--- src/bctp_div.sv ---
// Pipelined restoring divider, one quotient bit per stage, constant divisor.
module bctp_div #(
  parameter int unsigned NW = 20,
  parameter int unsigned DW = 5,
  parameter int unsigned QW = 16
) (
  input  logic          clk_i,
  input  logic          en_i,
  input  logic [NW-1:0] dividend_i,
  input  logic [DW-1:0] divisor_i,
  output logic [QW-1:0] quot_o,
  output logic [NW-1:0] rem_o
);

  localparam int unsigned XW = NW + QW;

  logic [NW-1:0] rem_q [QW];
  logic [QW-1:0] quo_q [QW];

  for (genvar s = 0; s < QW; s++) begin : g_step
    localparam int unsigned Bit = QW - 1 - s;
    logic [NW-1:0] rem_in, rem_d;
    logic [QW-1:0] quo_in, quo_d;
    logic [XW-1:0] rem_x, dsh;

    if (s == 0) begin : g_first
      assign rem_in = dividend_i;
      assign quo_in = '0;
    end else begin : g_next
      assign rem_in = rem_q[s-1];
      assign quo_in = quo_q[s-1];
    end

    always_comb begin
      rem_x = XW'(rem_in);
      dsh   = XW'(divisor_i) << Bit;
      rem_d = rem_in;
      quo_d = quo_in;
      if (rem_x >= dsh) begin
        rem_d      = NW'(rem_x - dsh);
        quo_d[Bit] = 1'b1;
      end
    end

    always_ff @(posedge clk_i) begin
      if (en_i) begin
        rem_q[s] <= rem_d;
        quo_q[s] <= quo_d;
      end
    end
  end

  assign quot_o = quo_q[QW-1];
  assign rem_o  = rem_q[QW-1];

endmodule

--- config.mk ---
export PLATFORM = sky130hd
export DESIGN_NAME = bctp_div
export DESIGN_NICKNAME = d
export VERILOG_FILES = /design/src/bctp_div.sv
export SDC_FILE = /design/constraint.sdc
export NUM_CORES = 1
export LEC_CHECK = 0
export BUFFER_PORTS_ARGS = -buffer_cell sky130_fd_sc_hd__buf_2
export CAP_MARGIN = 30
export CORE_MARGIN = 2
export CORE_UTILIZATION = 30
export DETAILED_ROUTE_END_ITERATION = 6
export PLACE_DENSITY = 0.44
export REMOVE_ABC_BUFFERS = 1
export SYNTH_ARGS = -nofsm -noshare
export SYNTH_HDL_FRONTEND = slang
export SYNTH_SLANG_ARGS = --single-unit
--- constraint.sdc ---
create_clock -name clk_i -period 7.7 [get_ports clk_i]
set_input_delay 1.54 -clock clk_i [delete_from_list [all_inputs] [get_ports clk_i]]
set_output_delay 1.54 -clock clk_i [all_outputs]
set_load 0.01 [all_outputs]
==> results.sh <==
export IMPL_outcome="finished, final reports clean"
export IMPL_slowest_delay_ns=0.61
export IMPL_crit_type="input port to register"
export IMPL_antenna_found_initial=0
export IMPL_critPathLaunchType="input port"
export IMPL_period_needed_ns=4.41
export IMPL_irDropWorstVdd_mv=0.154
export IMPL_synth_seq_cells=456
export IMPL_post_dp_hpwl_um=28800
export IMPL_routabilityCongestion=0.769
export IMPL_powerDensity_nw_per_um2=283
export IMPL_fmax_mhz=227
export IMPL_seqPwrFrac_pct=49.1
export IMPL_die_height_um=268
export IMPL_start_util_pct=30.4
export IMPL_met1_usage_pct=15.3
export IMPL_hold_violations=0
export IMPL_cts_sinks=456
export IMPL_clk_path_buf_depth=3
export IMPL_final_nets=1691
export IMPL_fp_coreArea_sq_um=68900
export IMPL_ys_seq_area_share_pct=65.3
export IMPL_io_buffers=62
export IMPL_setup_violations=0
export IMPL_area_delta_synth_final_pct=15.4
export IMPL_syn_inst=1446
export IMPL_critPathSlowestCell="nor2_1"
export IMPL_fillCellCount=6748
export IMPL_clkTransAtPathRegs_ns=0.06
export IMPL_grt_max_degree=116
export IMPL_use_met3_pct=2.50
export IMPL_pwr_share_comb_pct=16.3
export IMPL_post_cts_repair_setup_buffers=0
export IMPL_synth_cell_types=71
export IMPL_placedCellCount=2442
export IMPL_endpoint_kind="register"
export IMPL_die_x_um=268
export IMPL_grt_pass1_vias=12161
export IMPL_holdBufCountCts=0
export IMPL_synth_warnings=0
export IMPL_synth_edff_count=456
export IMPL_p_sw_mw=1.83
export IMPL_fin_cells=2544
export IMPL_slew_headroom_pct=36.6
export IMPL_syn_avg_cell_area_sq_um=14.5
export IMPL_drt_iter0_drc=672
export IMPL_diodes=0
export IMPL_grt_met2_usage_pct=20.0
export IMPL_first_pass_iters=7
export IMPL_grt_ovfl_total=0
export IMPL_num_rows=96
export IMPL_slew_violations=0
export IMPL_tightest_slew_ns=0.951
export IMPL_rsz0062_at_grt="no"
export IMPL_post_drt_wl_per_cell_um=16.7
export IMPL_drcViolationCount=0
export IMPL_grt_pass1_wl_um=67600
export IMPL_p_int_mw=5.01
export IMPL_ant_nets=0
export IMPL_worstHoldPathType="register to register"
export IMPL_power_leakage_nw=8.33
export IMPL_vias=11995
export IMPL_cts_buffers=53
export IMPL_drt_total_wl_um=42500
export IMPL_syn_cell_area_sq_um=21000
export IMPL_worstPathArrival_ns=4.75
export IMPL_setup_tns_ns=0
export IMPL_period_share_pct=57.2
export IMPL_root_buffer="clkbuf_16"
export IMPL_cp_max_fo=17
export IMPL_vias_per_cell=4.72
export IMPL_synthArstFlopShare_pct=0
export IMPL_ys_flop_type="edfxtp_1"
export IMPL_final_layout_size_suffix_gt1_share_pct=13.5
export IMPL_p_sw_share_pct=26.8
export IMPL_die_area_sq_um=72000
export IMPL_path_cells="buf_2 -> inv_1 -> buf_4 -> ha_1 -> nor2b_1 -> o21ai_0 -> nand4_1 -> nor2_1 -> mux2_2"
export IMPL_grtUsageTotal_pct=11.9
export IMPL_finClkSkew_ns=0.0272
export IMPL_critPathRequiredTime_ns=8.04
export IMPL_cts_tree="done"
export IMPL_grt_busiest_layer="met2"
export IMPL_clock_latency_ns=0.60
export IMPL_pwr_share_clk_pct=34.6
export IMPL_h_tree_depth=2
export IMPL_cap_viol_max_count=0
export IMPL_cts_resized=0
export IMPL_ios=63
[worst max-delay path, delay by kind of cell]
| kind | cells | cell delay, ns |
|---|---|---|
| buf+inv | 3 | 0.97 |
| simple gates | 3 | 1.09 |
| compound gates | 1 | 0.37 |
| fa+ha+maj | 1 | 0.34 |
| mux | 1 | 0.41 |
[cells in the mapped netlist (all sizes together) (22+ instances only)]
cell type / n / share of area, %
nor2: 75 / 1.3
nor3: 50 / 1.3
edfxtp: 456 / 65
mux2i: 25 / 1.2
xor2: 52 / 2.2
o21ai: 60 / 1.4
nor4: 46 / 1.4
mux2: 44 / 2.4
a21oi: 36 / 0.86
or4: 25 / 0.94
ha: 80 / 4.8
inv: 69 / 1.2
xnor2: 76 / 3.2
nand3: 26 / 0.62
a21o: 22 / 0.79
nor2b: 34 / 1.0
or3: 22 / 0.67
nand2: 33 / 0.59
[placed cells by master, fill, tap and decap left out, drive strengths merged, types with 50 or more instances in the layout]
| cell type | Yosys | final |
|---|---|---|
| nor2 | 75 | 75 |
| clkbuf | 6 | 66 |
| edfxtp | 456 | 456 |
| inv | 69 | 70 |
| ha | 80 | 80 |
| nor3 | 50 | 50 |
| xnor2 | 76 | 76 |
| buf | 5 | 77 |
| o21ai | 60 | 60 |
| xor2 | 52 | 52 |
[layout make-up]
type	instances	area [sq um]	area share [%]
repair buffers	78	492	2.03
well taps	931	1160	4.81
clock inverters	34	256	1.06
multi-input cells	910	6960	28.8
inverters	69	259	1.07
flip-flops and latches	456	13700	56.6
clock buffers	66	1380	5.68
[power groups by stage]
stage | Clock, mW | Combinational (mW) | Sequential, mW
2_1_floorplan | 0 | 0.810 | 3.33
3_3_place_gp | 0 | 1.10 | 3.42
3_5_place_dp | 0 | 1.11 | 3.42
4_1_cts | 2.46 | 1.12 | 3.37
5_1_grt | 2.55 | 1.26 | 3.40
6_report | 2.36 | 1.11 | 3.36
[kinds of logic after synthesis]
logic type                 Yosys count  share of synthesized area (%)
and+or+nand+nor                    402                           11.2
DFF                                456                           65.3
AOI/OAI and AO/OA                  215                           6.78
muxes                               69                           3.56
buffers and inverters               80                           1.49
adders and majority gates           96                           6.30
xor gates and xnor gates           128                           5.35
[per-layer routing]
layer	vias to the layer above	wire [um]
met2	182	20400
met1	5843	19100
met4	0	1240
met3	82	1770
met5	-	0
li1	5888	-
[path summary, 6_finish.rpt]
check	from	endpoint	slack, ns	cells after the start
max reg2reg	rem_q[1][120]$_DFFE_PP_	rem_q[1][147]$_DFFE_PP_	4.46	8
min reg2reg	quo_q[0][124]$_DFFE_PP_	quo_q[1][12]$_DFFE_PP_	0.41	0
min	quo_q[0][124]$_DFFE_PP_	quo_q[1][12]$_DFFE_PP_	0.41	0
max	divisor_i[1]	rem_q[1][125]$_DFFE_PP_	3.29	9
[state kept, by name (all words and copies together), names as in the netlist]
name   flops
quo_q    136
rem_q    320
[per-stage QoR]
stage	cell area (sq um)	hold WS, ns	power (mW)	utilization [%]	worst slack (ns)
final	24200	0.414	6.84	35.1	3.29
after global routing	24200	0.422	7.21	35.1	3.01
after CTS	24100	0.408	6.95	35.0	3.26
after detailed placement	22500	0.405	4.53	32.7	2.62
after global placement	22500	0.400	4.52	32.6	2.70
after floorplan	20900	0.400	4.14	-	3.63
No activity file was read; power rests on OpenSTA's default activity.
